File: src/hw/rtl/bml_pkg.sv
// Shared types, event codes and character constants for the bracket markup lexer.
`default_nettype none

package bml_pkg;

   // Depth of the queue between the classifier and the event sequencer
   localparam int QUEUE_DEPTH_DEFAULT = 4;

   // Most events that one source byte can cause
   localparam int MAX_EVENTS = 3;

   // Event codes
   localparam logic [2:0] EV_TEXT    = 3'd0;
   localparam logic [2:0] EV_CMDCHAR = 3'd1;
   localparam logic [2:0] EV_OPEN    = 3'd2;
   localparam logic [2:0] EV_TERM    = 3'd3;
   localparam logic [2:0] EV_CLOSE   = 3'd4;
   localparam logic [2:0] EV_BAD     = 3'd5;
   localparam logic [2:0] EV_STRAY   = 3'd6;
   localparam logic [2:0] EV_END     = 3'd7;

   // End status codes
   localparam logic [1:0] END_OK       = 2'd0;
   localparam logic [1:0] END_OPEN_CMD = 2'd1;
   localparam logic [1:0] END_DANGLING = 2'd2;
   localparam logic [1:0] END_UNMATCH  = 2'd3;

   // Characters with a meaning of their own
   localparam logic [7:0] CHAR_LBRACKET = 8'h5B;
   localparam logic [7:0] CHAR_RBRACKET = 8'h5D;
   localparam logic [7:0] CHAR_DOT      = 8'h2E;
   localparam logic [7:0] CHAR_DASH     = 8'h2D;

   // One input item
   typedef struct packed {
      logic [7:0] byte_in;
      logic       is_final;
   } req_type;

   // One result item
   typedef struct packed {
      logic [2:0]  event_res;
      logic [7:0]  char_out;
      logic [31:0] byte_offset;
      logic [1:0]  end_status;
      logic        final_result;
   } rsp_type;

   // One event inside a bundle
   typedef struct packed {
      logic [2:0] code;
      logic [7:0] char_val;
      logic [1:0] status;
   } evt_type;

   // All events of one source byte, sharing its offset
   typedef struct packed {
      logic [1:0]                count;
      evt_type [MAX_EVENTS-1:0]  evts;
      logic [31:0]               offset;
   } bundle_type;

endpackage

`default_nettype wire

File: src/hw/rtl/bracket_markup_lexer.sv
// Top level of the bracket markup lexer: classifier, bundle queue, sequencer.
//
//   channel   direction  handshake             payload
//   req_      in         push / full           req_data  (byte_in, is_final)
//   rsp_      out        pop / empty           rsp_data  (event_res, char_out,
//                                                         byte_offset, end_status,
//                                                         final_result)
//
// One source byte is accepted per cycle while the bundle queue has room.
// The first result of a byte reaches rsp_data after its bundle is written into the
// queue and then loaded into the sequencer. A byte causes zero to three result
// items; the sequencer hands out one item per cycle while pop is high.
// Up to QUEUE_DEPTH bundles wait between the two sides, so either side can
// stall without stopping the other. Synchronous reset clears mode, offset,
// queue and sequencer; no clearing pass follows reset.
`default_nettype none

module bracket_markup_lexer #(
   parameter int QUEUE_DEPTH = bml_pkg::QUEUE_DEPTH_DEFAULT
) (
   input  wire logic              clock,
   input  wire logic              reset,
   input  wire logic              push,
   output      logic              full,
   input  wire bml_pkg::req_type  req_data,
   output      logic              empty,
   input  wire logic              pop,
   output      bml_pkg::rsp_type  rsp_data
);

   bml_pkg::bundle_type front_bundle, q_head;
   logic                front_valid, q_full, q_empty, q_pop;
   logic                accept;

   assign accept = push && !q_full;
   assign full   = q_full;

   bml_front u_front (
      .clock        (clock),
      .reset        (reset),
      .accept       (accept),
      .req          (req_data),
      .bundle       (front_bundle),
      .bundle_valid (front_valid)
   );

   bml_queue #(
      .DEPTH (QUEUE_DEPTH)
   ) u_queue (
      .clock     (clock),
      .reset     (reset),
      .push      (front_valid),
      .push_data (front_bundle),
      .full      (q_full),
      .pop       (q_pop),
      .head      (q_head),
      .empty     (q_empty)
   );

   bml_back u_back (
      .clock     (clock),
      .reset     (reset),
      .head      (q_head),
      .q_empty   (q_empty),
      .q_pop     (q_pop),
      .rsp       (rsp_data),
      .rsp_empty (empty),
      .rsp_pop   (pop)
   );

   // An end event always closes the results of its byte
   a_end_is_final: assert property (@(posedge clock) disable iff (reset)
      (!empty && rsp_data.event_res == bml_pkg::EV_END) |-> rsp_data.final_result)
      else $error("end event not marked final");

   // Status is reported on end events only
   a_status_on_end: assert property (@(posedge clock) disable iff (reset)
      (!empty && rsp_data.event_res != bml_pkg::EV_END) |->
      (rsp_data.end_status == bml_pkg::END_OK))
      else $error("end status on a non-end event");

   // Only character events carry a character
   a_char_only_on_char: assert property (@(posedge clock) disable iff (reset)
      (!empty && rsp_data.event_res != bml_pkg::EV_TEXT &&
       rsp_data.event_res != bml_pkg::EV_CMDCHAR && rsp_data.event_res != bml_pkg::EV_BAD)
      |-> (rsp_data.char_out == 8'd0))
      else $error("character on a non-character event");

   // Reset leaves both sides empty
   a_reset_clears: assert property (@(posedge clock)
      reset |=> (empty && !full))
      else $error("block not empty after reset");

endmodule

`default_nettype wire

File: src/hw/rtl/bml_front.sv
// Classifier: tracks lexer mode and offset, turns each byte into an event bundle.
`default_nettype none

module bml_front (
   input  wire logic                  clock,
   input  wire logic                  reset,
   input  wire logic                  accept,
   input  wire bml_pkg::req_type      req,
   output      bml_pkg::bundle_type   bundle,
   output      logic                  bundle_valid
);

   // Lexer modes
   localparam logic [1:0] MODE_TEXT    = 2'd0;
   localparam logic [1:0] MODE_LEFT    = 2'd1;
   localparam logic [1:0] MODE_RIGHT   = 2'd2;
   localparam logic [1:0] MODE_COMMAND = 2'd3;

   logic [1:0]  mode_ff, mode_in;
   logic [31:0] offset_ff, offset_in;

   bml_pkg::evt_type [bml_pkg::MAX_EVENTS-1:0] evts;
   logic [1:0] n;
   logic [1:0] status;
   logic [7:0] c;

   function automatic logic is_blank(input logic [7:0] ch);
      return (ch == 8'd32) || (ch >= 8'd9 && ch <= 8'd13);
   endfunction

   function automatic logic is_name(input logic [7:0] ch);
      return (ch >= 8'h30 && ch <= 8'h39) || (ch >= 8'h41 && ch <= 8'h5A) ||
             (ch >= 8'h61 && ch <= 8'h7A) || ch == bml_pkg::CHAR_DOT ||
             ch == bml_pkg::CHAR_DASH;
   endfunction

   function automatic bml_pkg::evt_type mk_evt(input logic [2:0] code,
                                              input logic [7:0] ch,
                                              input logic [1:0] st);
      bml_pkg::evt_type e;
      e.code     = code;
      e.char_val = ch;
      e.status   = st;
      return e;
   endfunction

   // Mode transition and event list for the byte at the input
   always_comb begin
      evts    = '0;
      n       = 2'd0;
      status  = bml_pkg::END_OK;
      mode_in = mode_ff;
      c       = req.byte_in;
      unique case (mode_ff)
         MODE_TEXT: begin
            priority if (c == bml_pkg::CHAR_LBRACKET) begin
               mode_in = MODE_LEFT;
            end else if (c == bml_pkg::CHAR_RBRACKET) begin
               mode_in = MODE_RIGHT;
            end else begin
               evts[n] = mk_evt(bml_pkg::EV_TEXT, c, bml_pkg::END_OK);
               n       = n + 2'd1;
            end
         end
         MODE_LEFT: begin
            priority if (c == bml_pkg::CHAR_LBRACKET) begin
               evts[n] = mk_evt(bml_pkg::EV_TEXT, bml_pkg::CHAR_LBRACKET,
                                bml_pkg::END_OK);
               n       = n + 2'd1;
               mode_in = MODE_TEXT;
            end else if (c == bml_pkg::CHAR_RBRACKET) begin
               evts[n] = mk_evt(bml_pkg::EV_TERM, 8'd0, bml_pkg::END_OK);
               n       = n + 2'd1;
               mode_in = MODE_TEXT;
            end else begin
               evts[n] = mk_evt(bml_pkg::EV_OPEN, 8'd0, bml_pkg::END_OK);
               n       = n + 2'd1;
               if (!is_blank(c)) begin
                  evts[n] = mk_evt(is_name(c) ? bml_pkg::EV_CMDCHAR : bml_pkg::EV_BAD,
                                   c, bml_pkg::END_OK);
                  n       = n + 2'd1;
               end
               mode_in = MODE_COMMAND;
            end
         end
         MODE_RIGHT: begin
            // "]]" is a literal close bracket; anything else is a stray ']'
            evts[n] = mk_evt(bml_pkg::EV_TEXT, c, bml_pkg::END_OK);
            n       = n + 2'd1;
            if (c != bml_pkg::CHAR_RBRACKET) begin
               evts[n] = mk_evt(bml_pkg::EV_STRAY, 8'd0, bml_pkg::END_OK);
               n       = n + 2'd1;
            end
            mode_in = MODE_TEXT;
         end
         MODE_COMMAND: begin
            priority if (c == bml_pkg::CHAR_RBRACKET) begin
               evts[n] = mk_evt(bml_pkg::EV_CLOSE, 8'd0, bml_pkg::END_OK);
               n       = n + 2'd1;
               mode_in = MODE_TEXT;
            end else if (!is_blank(c)) begin
               evts[n] = mk_evt(is_name(c) ? bml_pkg::EV_CMDCHAR : bml_pkg::EV_BAD,
                                c, bml_pkg::END_OK);
               n       = n + 2'd1;
            end else begin
               n = n;
            end
         end
         default: begin
            mode_in = MODE_TEXT;
         end
      endcase

      // End of source: status from the mode reached, then back to text
      if (req.is_final) begin
         unique case (mode_in)
            MODE_COMMAND: status = bml_pkg::END_OPEN_CMD;
            MODE_LEFT:    status = bml_pkg::END_DANGLING;
            MODE_RIGHT:   status = bml_pkg::END_UNMATCH;
            default:      status = bml_pkg::END_OK;
         endcase
         evts[n] = mk_evt(bml_pkg::EV_END, 8'd0, status);
         n       = n + 2'd1;
         mode_in = MODE_TEXT;
      end
   end

   // Offset: saturating count, cleared after the final byte
   always_comb begin
      if (req.is_final) begin
         offset_in = 32'd0;
      end else if (offset_ff != 32'hFFFF_FFFF) begin
         offset_in = offset_ff + 32'd1;
      end else begin
         offset_in = offset_ff;
      end
   end

   always_ff @(posedge clock) begin
      if (reset) begin
         mode_ff   <= MODE_TEXT;
         offset_ff <= 32'd0;
      end else if (accept) begin
         mode_ff   <= mode_in;
         offset_ff <= offset_in;
      end
   end

   // Quiet bytes cause no bundle
   assign bundle.count  = n;
   assign bundle.evts   = evts;
   assign bundle.offset = offset_ff;
   assign bundle_valid  = accept && (n != 2'd0);

endmodule

`default_nettype wire

File: src/hw/rtl/bml_queue.sv
// Short queue of event bundles between the classifier and the sequencer.
`default_nettype none

module bml_queue #(
   parameter int DEPTH = bml_pkg::QUEUE_DEPTH_DEFAULT
) (
   input  wire logic                  clock,
   input  wire logic                  reset,
   input  wire logic                  push,
   input  wire bml_pkg::bundle_type   push_data,
   output      logic                  full,
   input  wire logic                  pop,
   output      bml_pkg::bundle_type   head,
   output      logic                  empty
);

   localparam int PTR_W = (DEPTH > 1) ? $clog2(DEPTH) : 1;
   localparam int CNT_W = $clog2(DEPTH + 1);
   localparam logic [PTR_W-1:0] PTR_LAST = PTR_W'(DEPTH - 1);
   localparam logic [CNT_W-1:0] CNT_FULL = CNT_W'(DEPTH);

   bml_pkg::bundle_type entries_ff [DEPTH];
   logic [PTR_W-1:0] wr_ptr_ff, wr_ptr_in;
   logic [PTR_W-1:0] rd_ptr_ff, rd_ptr_in;
   logic [CNT_W-1:0] count_ff, count_in;
   logic             do_push, do_pop;

   assign full    = (count_ff == CNT_FULL);
   assign empty   = (count_ff == '0);
   assign do_push = push && !full;
   assign do_pop  = pop && !empty;
   assign head    = entries_ff[rd_ptr_ff];

   // Pointer and fill count update
   always_comb begin
      wr_ptr_in = wr_ptr_ff;
      rd_ptr_in = rd_ptr_ff;
      count_in  = count_ff;
      if (do_push) begin
         wr_ptr_in = (wr_ptr_ff == PTR_LAST) ? '0 : wr_ptr_ff + PTR_W'(1);
      end
      if (do_pop) begin
         rd_ptr_in = (rd_ptr_ff == PTR_LAST) ? '0 : rd_ptr_ff + PTR_W'(1);
      end
      if (do_push && !do_pop) begin
         count_in = count_ff + CNT_W'(1);
      end else if (do_pop && !do_push) begin
         count_in = count_ff - CNT_W'(1);
      end
   end

   always_ff @(posedge clock) begin
      if (reset) begin
         wr_ptr_ff <= '0;
         rd_ptr_ff <= '0;
         count_ff  <= '0;
      end else begin
         wr_ptr_ff <= wr_ptr_in;
         rd_ptr_ff <= rd_ptr_in;
         count_ff  <= count_in;
      end
   end

   // Storage
   always_ff @(posedge clock) begin
      if (do_push) begin
         entries_ff[wr_ptr_ff] <= push_data;
      end
   end

endmodule

`default_nettype wire

File: src/hw/rtl/bml_back.sv
// Sequencer: holds one bundle and hands out its events one item per cycle while rsp_pop is high.
`default_nettype none

module bml_back (
   input  wire logic                  clock,
   input  wire logic                  reset,
   input  wire bml_pkg::bundle_type   head,
   input  wire logic                  q_empty,
   output      logic                  q_pop,
   output      bml_pkg::rsp_type      rsp,
   output      logic                  rsp_empty,
   input  wire logic                  rsp_pop
);

   bml_pkg::bundle_type cur_ff, cur_in;
   logic                valid_ff, valid_in;
   logic [1:0]          idx_ff, idx_in;
   logic                last, take, load;
   bml_pkg::evt_type    evt;

   assign last = (idx_ff == (cur_ff.count - 2'd1));
   assign take = valid_ff && rsp_pop;
   assign load = !valid_ff || (take && last);
   assign q_pop = load && !q_empty;

   // Next bundle or next event of the current one
   always_comb begin
      cur_in   = cur_ff;
      valid_in = valid_ff;
      idx_in   = idx_ff;
      if (load) begin
         cur_in   = head;
         valid_in = !q_empty;
         idx_in   = 2'd0;
      end else if (take) begin
         idx_in = idx_ff + 2'd1;
      end
   end

   always_ff @(posedge clock) begin
      if (reset) begin
         valid_ff <= 1'b0;
         idx_ff   <= 2'd0;
      end else begin
         valid_ff <= valid_in;
         idx_ff   <= idx_in;
      end
   end

   always_ff @(posedge clock) begin
      cur_ff <= cur_in;
   end

   // Result item from the held bundle
   assign evt              = cur_ff.evts[idx_ff];
   assign rsp.event_res    = evt.code;
   assign rsp.char_out     = evt.char_val;
   assign rsp.byte_offset  = cur_ff.offset;
   assign rsp.end_status   = evt.status;
   assign rsp.final_result = last;
   assign rsp_empty        = !valid_ff;

endmodule

`default_nettype wire
File: config.mk
export PLATFORM = sky130hd
export DESIGN_NAME = bracket_markup_lexer
export DESIGN_NICKNAME = d
export VERILOG_FILES = /design/src/hw/rtl/bml_pkg.sv /design/src/hw/rtl/bracket_markup_lexer.sv /design/src/hw/rtl/bml_front.sv /design/src/hw/rtl/bml_queue.sv /design/src/hw/rtl/bml_back.sv
export SDC_FILE = /design/constraint.sdc
export NUM_CORES = 1
export LEC_CHECK = 0
export BUFFER_PORTS_ARGS = -buffer_cell sky130_fd_sc_hd__buf_2
export CAP_MARGIN = 20
export CORE_UTILIZATION = 55
export DETAILED_ROUTE_END_ITERATION = 8
export GPL_ROUTABILITY_DRIVEN = 1
export PLACE_DENSITY = 0.84
export SETUP_SLACK_MARGIN = 0.15
export SYNTH_ARGS = -nofsm -noshare
export SYNTH_HDL_FRONTEND = slang
export SYNTH_SLANG_ARGS = --single-unit
File: constraint.sdc
create_clock -name clock -period 5.4 [get_ports clock]
set_input_delay 0.81 -clock clock [delete_from_list [all_inputs] [get_ports clock]]
set_output_delay 0.81 -clock clock [all_outputs]
set_load 0.005 [all_outputs]
* Word-level counts from Yosys, hierarchy flattened
Memories as Yosys holds them, arrays and structs flattened. A register that Yosys moved wholly into a read port is not among the register bits.
Cells that the tools add are included.
** Storage, ports and cells
- Bits in registers :: 44
- RAM bits :: 292
- Input bits :: 13
- Logic and storage cells :: 121
- Memories kept :: 1
** Memories
- u_queue.entries_ff :: depth 4, bits a word 73, read ports 1, clocked after memory_dff 1, write ports 1, line bml_queue.sv:22 : bml_pkg::bundle_type entries_ff [DEPTH];
** Operators by class
- Add/sub/neg operators :: 8
- Order comparisons :: 11
- Equal/unequal tests :: 17
- Multiplexer cells :: 45
- Reduce and logical (&&, ||, !) cells :: 32
** Operators with widths (number)
- $mux 13 :: 9
- $mux 32 :: 2
- $pmux 13 s4 :: 1
- $bwmux 39 :: 1
- $mux 39 :: 1
- $add 32x1->32 const B :: 1
- $mux 2 :: 16
- $ne 32x32->1 const B :: 1
- $bmux 13 s2 :: 1
- $demux 13 s2 :: 1
- $pmux 13 s2 :: 1
- $eq 8x6->1 const B :: 3
- $eq 8x7->1 const B :: 2
- $ge 8x7->1 const B :: 2
- $le 8x7->1 const B :: 2
- $pmux 2 s4 :: 2
- $logic_and 1x1->1 :: 14
- $eq 2x2->1 const B :: 6
- $mux 11 :: 1
- $mux 10 :: 1
- $mux 3 :: 3
- $add 2x1->2 const B :: 4
- $ge 8x4->1 const B :: 1
- $ge 8x6->1 const B :: 1
- other kinds (20) :: 36

* Logic depth before layout (Yosys ltp)
- Depth in word-level cells :: 16
- Gate-level depth with buffers :: 18

* Hierarchy
From an unflattened synthesis, not the netlist that was laid out.
** Unflattened totals
- Cell total of the unflattened synthesis :: 942
- Area total of the unflattened synthesis :: 16575.9 um2
** By module, submodules not included
- bml_queue :: times used 1, cells an instance 431, area each 11033.1 um2, sequential area each 8948.6 um2
- bml_back :: times used 1, cells an instance 174, area each 2930.3 um2, sequential area each 2252.2 um2
- bml_front :: times used 1, cells an instance 336, area each 2598.7 um2, sequential area each 680.7 um2
- bracket_markup_lexer :: times used 1, cells an instance 1, area each 13.8 um2, sequential area each 0.0 um2

* Least setup slack after synthesis
Ideal clock, no wire load.
- Path type :: input to register
- From :: input req_data[1] (netlist bit)
- To :: memory u_queue.entries_ff[0][0] (netlist bit) (enable)
- Setup time :: 0.428 ns
- Data arrival time :: 4.478 ns
- Required time :: 4.972 ns
- Setup slack :: 0.494 ns
- Cell stages on the path :: 11
- Buffers on the path :: 2
- Cells stage by stage :: buf_6 -> or4b_4 -> a211oi_4 -> nor3_2 -> or3_1 -> buf_6 -> ha_1 -> nand2b_1 -> o41ai_2 -> a21oi_2 -> and2_1
** Between the ends
- Longest elaborated chain between the ends :: 14
- Elaborated cells on any way between the ends :: 24
- Classes of those cells :: 1 x add/sub; 2 x order compare; 4 x eq/ne; 12 x mux; 5 x reduce/logical
** Ends and longest elaborated chain
- start, declared :: line bracket_markup_lexer.sv:25 : input wire bml_pkg::req_type req_data,
- $ge 8x4->1 or $le 8x4->1 (tied branches) :: line bml_front.sv:28 : return (ch == 8'd32) || (ch >= 8'd9 && ch <= 8'd13);
- $logic_and 1x1->1 :: line bml_front.sv:28
- $logic_or 1x1->1 :: line bml_front.sv:28
- $mux 2 :: line bml_front.sv:78 : if (!is_blank(c)) begin
- $mux 2 :: line bml_front.sv:71 : end else if (c == bml_pkg::CHAR_RBRACKET) begin
- $mux 2 :: line bml_front.sv:66 : priority if (c == bml_pkg::CHAR_LBRACKET) begin
- $pmux 2 s4 * :: line bml_front.sv:54 : unique case (mode_ff)
- $add 2x1->2 :: line bml_front.sv:123 : n = n + 2'd1;
- $mux 2 * :: line bml_front.sv:115 : if (req.is_final) begin
- $reduce_bool 2->1 * :: line bml_front.sv:153 : assign bundle_valid = accept && (n != 2'd0);
- $logic_and 1x1->1 * :: line bml_front.sv:153
- $logic_and 1x1->1 * :: line bml_queue.sv:30 : assign do_push = push && !full;
- via u_queue.do_push :: line bml_queue.sv:26 : logic do_push, do_pop;
- $mux 1 * :: line bml_queue.sv:66 : if (do_push) begin
- $mux 1 (implied by the code) * :: line bml_queue.sv:67 : entries_ff[wr_ptr_ff] <= push_data;
- end, declared :: line bml_queue.sv:22
The timed path passes the listed nets; every way through them passes the cells marked *.

* Worst setup path in the final report
- From :: register u_front.mode_ff[0]
- To :: register u_queue.count_ff[2]
** Between the ends
- Longest elaborated chain between the ends :: 10
- Elaborated cells on any way between the ends :: 15
- Classes of those cells :: 1 x add/sub; 3 x eq/ne; 3 x mux; 8 x reduce/logical
** Ends and longest elaborated chain
- start, declared :: line bml_front.sv:19 : logic [1:0] mode_ff, mode_in;
- start signal, assigned :: line bml_front.sv:144 : mode_ff <= mode_in;
- $eq 2x2->1 (tied with other cells) :: line bml_front.sv:54
- $pmux 2 s4 * :: line bml_front.sv:54
- $add 2x1->2 :: line bml_front.sv:123
- $mux 2 * :: line bml_front.sv:115
- $reduce_bool 2->1 * :: line bml_front.sv:153
- $logic_and 1x1->1 * :: line bml_front.sv:153
- $logic_and 1x1->1 * :: line bml_queue.sv:30
- via u_queue.do_push :: line bml_queue.sv:26
- $logic_not 1->1 :: line bml_queue.sv:47 : end else if (do_pop && !do_push) begin
- $logic_and 1x1->1 :: line bml_queue.sv:47
- $reduce_bool 2->1 (no source line)
- end signal, assigned :: line bml_queue.sv:60 : count_ff <= count_in;
- end, declared :: line bml_queue.sv:25 : logic [CNT_W-1:0] count_ff, count_in;
Marked as above.
A chain may end at the register's enable or synchronous reset.

==> impl_metrics.tcl <==
set metrics [dict create \
    drt-initial-drc-count 730 \
    period_minus_slack_ns 4.28 \
    hpwl_um 17100 \
    core_mm2 0.0255 \
    syn_nets 878 \
    worstRegToRegCells 16 \
    n_antenna_cell 0 \
    maxCapViolations 0 \
    cp_slowest_stage_delay_ns 0.59 \
    path_cells "inv_1 > ha_1 > inv_2 > nor4_1 > o32a_1 > or3_1 > ha_1 > nand2b_1 > o41ai_2 > a21oi_2 > ha_1 > inv_1 > fa_1 > xor2_1 > or3_1 > a21oi_1" \
    vias 7692 \
    clock_skew_ns 0.0247 \
    grt_pass1_vias 7657 \
    die_w_um 164 \
    io_pins 61 \
    synth-edff-count 315 \
    firstDrtPassIters 5 \
    postSynthCellCount 849 \
    fin_nets 920 \
    detail_route.wl_per_cell_um 22.7 \
    yosys.area.top_type "edfxtp_1" \
    cts_tree "built" \
    leakagePower_nw 5.47 \
    rsz0062_at_grt "false" \
    crit_type "reg -> reg" \
    finalWirelength_um 28300 \
    final_util 0.629 \
    cp_common_cell "ha_1" \
    io_buffers 60 \
    rows 58 \
    status "finished, final reports clean" \
    cts_resized 0 \
    ys.flop_type "edfxtp_1" \
    p_per_area_mw_per_mm2 468 \
    ctsRootBufferMaster "clkbuf_16" \
    yosysSeqAreaShare 0.715 \
    async_flop_share 0 \
    path_max_fanout 16 \
    cts_inserted_buffers 34 \
    drive_gt1_frac 0.224 \
    slew_violations 0 \
    ys_ff_latch 359 \
    final_cell_mix "edfxtp_1, mux4_2, buf_2, nor2_1, dfxtp_1" \
    setup_viol 0 \
    path_clk_slew_ns 0.06 \
    grt_max_degree 65 \
    avgSynthCellArea_um2 17.0 \
    syn2layout_area_growth_pct 10.8 \
    startpoint_type "register" \
    vdd_ir_drop_max_mv 0.260 \
    period_share 0.793 \
    clockBufferDepth 3 \
    setup_tns_ns 0 \
    h-tree-depth 2 \
    arrival_ns 4.71 \
    hold_class "reg -> reg" \
    mostFrequentLayoutCell "edfxtp_1" \
    yosys.area.top_type_share 0.654 \
    yosys-top-cells-area "edfxtp_1, mux4_2, dfxtp_1" \
    grt_antenna_before_repair 2 \
    tightest_slew_ns 1.02 \
    grt_pass1_wl_um 44200 \
    hold_depth 2 \
    dieArea_mm2 0.0270 \
    hold_buffers 0 \
    ys_types 67 \
    fmax_mhz 233 \
    hold_violations 0 \
    overflow 0 \
    cts.sinks 359 \
    total_power_mw 7.51 \
    start_util 0.568 \
    clk_latency_ns 0.51 \
    worstPathRequired_ns 5.82 \
    drc 0 \
    vias_per_cell 6.18 \
    fp.dieH_um 164 \
    yosys_warnings 0 \
    crit_path_top_delay_cell "o41ai_2" \
    gp_congestion 0.821 \
    max-slew-margin-rel 0.315 \
    netlist_area_mm2 0.0145 \
    antenna_left 0 \
    grt_util_all_layers 0.220 \
    cp-end-kind "register" \
    post_cts_buffers 0 \
]
final timing paths:
path                                                       from                                to  slack (ns)
worst max-delay path            u_front.mode_ff[0]$_SDFFE_PP0P_  u_queue.count_ff[2]$_SDFFE_PP0P_        1.12
worst min-delay path               u_back.valid_ff$_SDFFE_PP0P_     u_back.idx_ff[0]$_SDFFE_PP0P_        0.46
worst max register to register  u_front.mode_ff[0]$_SDFFE_PP0P_  u_queue.count_ff[2]$_SDFFE_PP0P_        1.12
worst min register to register     u_back.valid_ff$_SDFFE_PP0P_     u_back.idx_ff[0]$_SDFFE_PP0P_        0.46
cell type report:
type                    instances  area (µm²)
flip-flops and latches        359       10300
inverters                      23        86.3
clock buffers                  49         980
clock inverters                11         106
well taps                     330         413
multi-input cells             401        3650
repair buffers                 72         448
fillers                      1668        9440
routing by layer:
| layer | vias to the layer above | GRT usage | share of wire |
|---|---|---|---|
| li1 | 3378 | - | - |
| met1 | 3916 | 0.322 | 0.43 |
| met4 | 2 | 0.0749 | 0.023 |
| met3 | 50 | 0.0376 | 0.078 |
| met2 | 346 | 0.338 | 0.47 |
| met5 | - | 0 | 0.00042 |
where the power goes:
| part | internal, mW | switching [mW] | total (mW) |
|---|---|---|---|
| Clock | 1.36 | 0.950 | 2.31 |
| Combinational | 0.677 | 0.724 | 1.40 |
| Sequential | 3.58 | 0.214 | 3.80 |
critical path: cells and delay by family, from the launching register on:
kind                       cells  cell delay (ns)
AOI/OAI and AO/OA              4             1.09
xor gates and xnor gates       1             0.08
and+or+nand+nor                4             1.10
DFF                            1             0.35
adders and majority gates      4             1.24
buffers and inverters          3             0.37
synthesized netlist by cell type, drive strengths merged, types with 4 or more instances:
master,n
nand4b,4
dfxtp,44
nand2,30
o21ai,22
and4,9
xnor2,10
nor2,54
a21oi,24
nand3,20
xor2,19
nor3,14
or3,13
and2,14
mux2i,17
inv,23
edfxtp,315
ha,15
nand2b,4
mux4,63
and3,10
nor4,4
clkbuf,21
buf,45
nand4,11
metrics by stage:
stage	hold WS [ns]	setup WS, ns	std cells	instance area [µm²]
6_report	0.461	1.12	1245	16000
5_1_grt	0.490	0.795	1245	16000
4_1_cts	0.461	1.11	1244	16000
3_5_place_dp	0.451	0.606	1184	14900
3_3_place_gp	0.450	0.701	1184	14900
2_1_floorplan	0.436	0.494	849	14500
cells by family (layout without fill, tap and decap cells):
group | after synthesis | after routing | synth area share
flops | 359 | 359 | 0.715
simple gates | 196 | 196 | 0.0730
buf+inv | 89 | 155 | 0.0330
mux | 81 | 81 | 0.111
compound gates | 79 | 79 | 0.0368
xor+xnor | 29 | 29 | 0.0176
fa+ha+maj | 16 | 16 | 0.0144
sequential cells by signal (all words and copies together), names as in the netlist:
signal              cells
u_back.cur_ff          31
u_back.idx_ff           2
u_back.rsp             32
u_back.valid_ff         1
u_front.mode_ff         2
u_front.offset_ff      32
u_queue.count_ff        3
u_queue.entries_ff    252
u_queue.rd_ptr_ff       2
u_queue.wr_ptr_ff       2
Power figures use the tool's default switching activity.
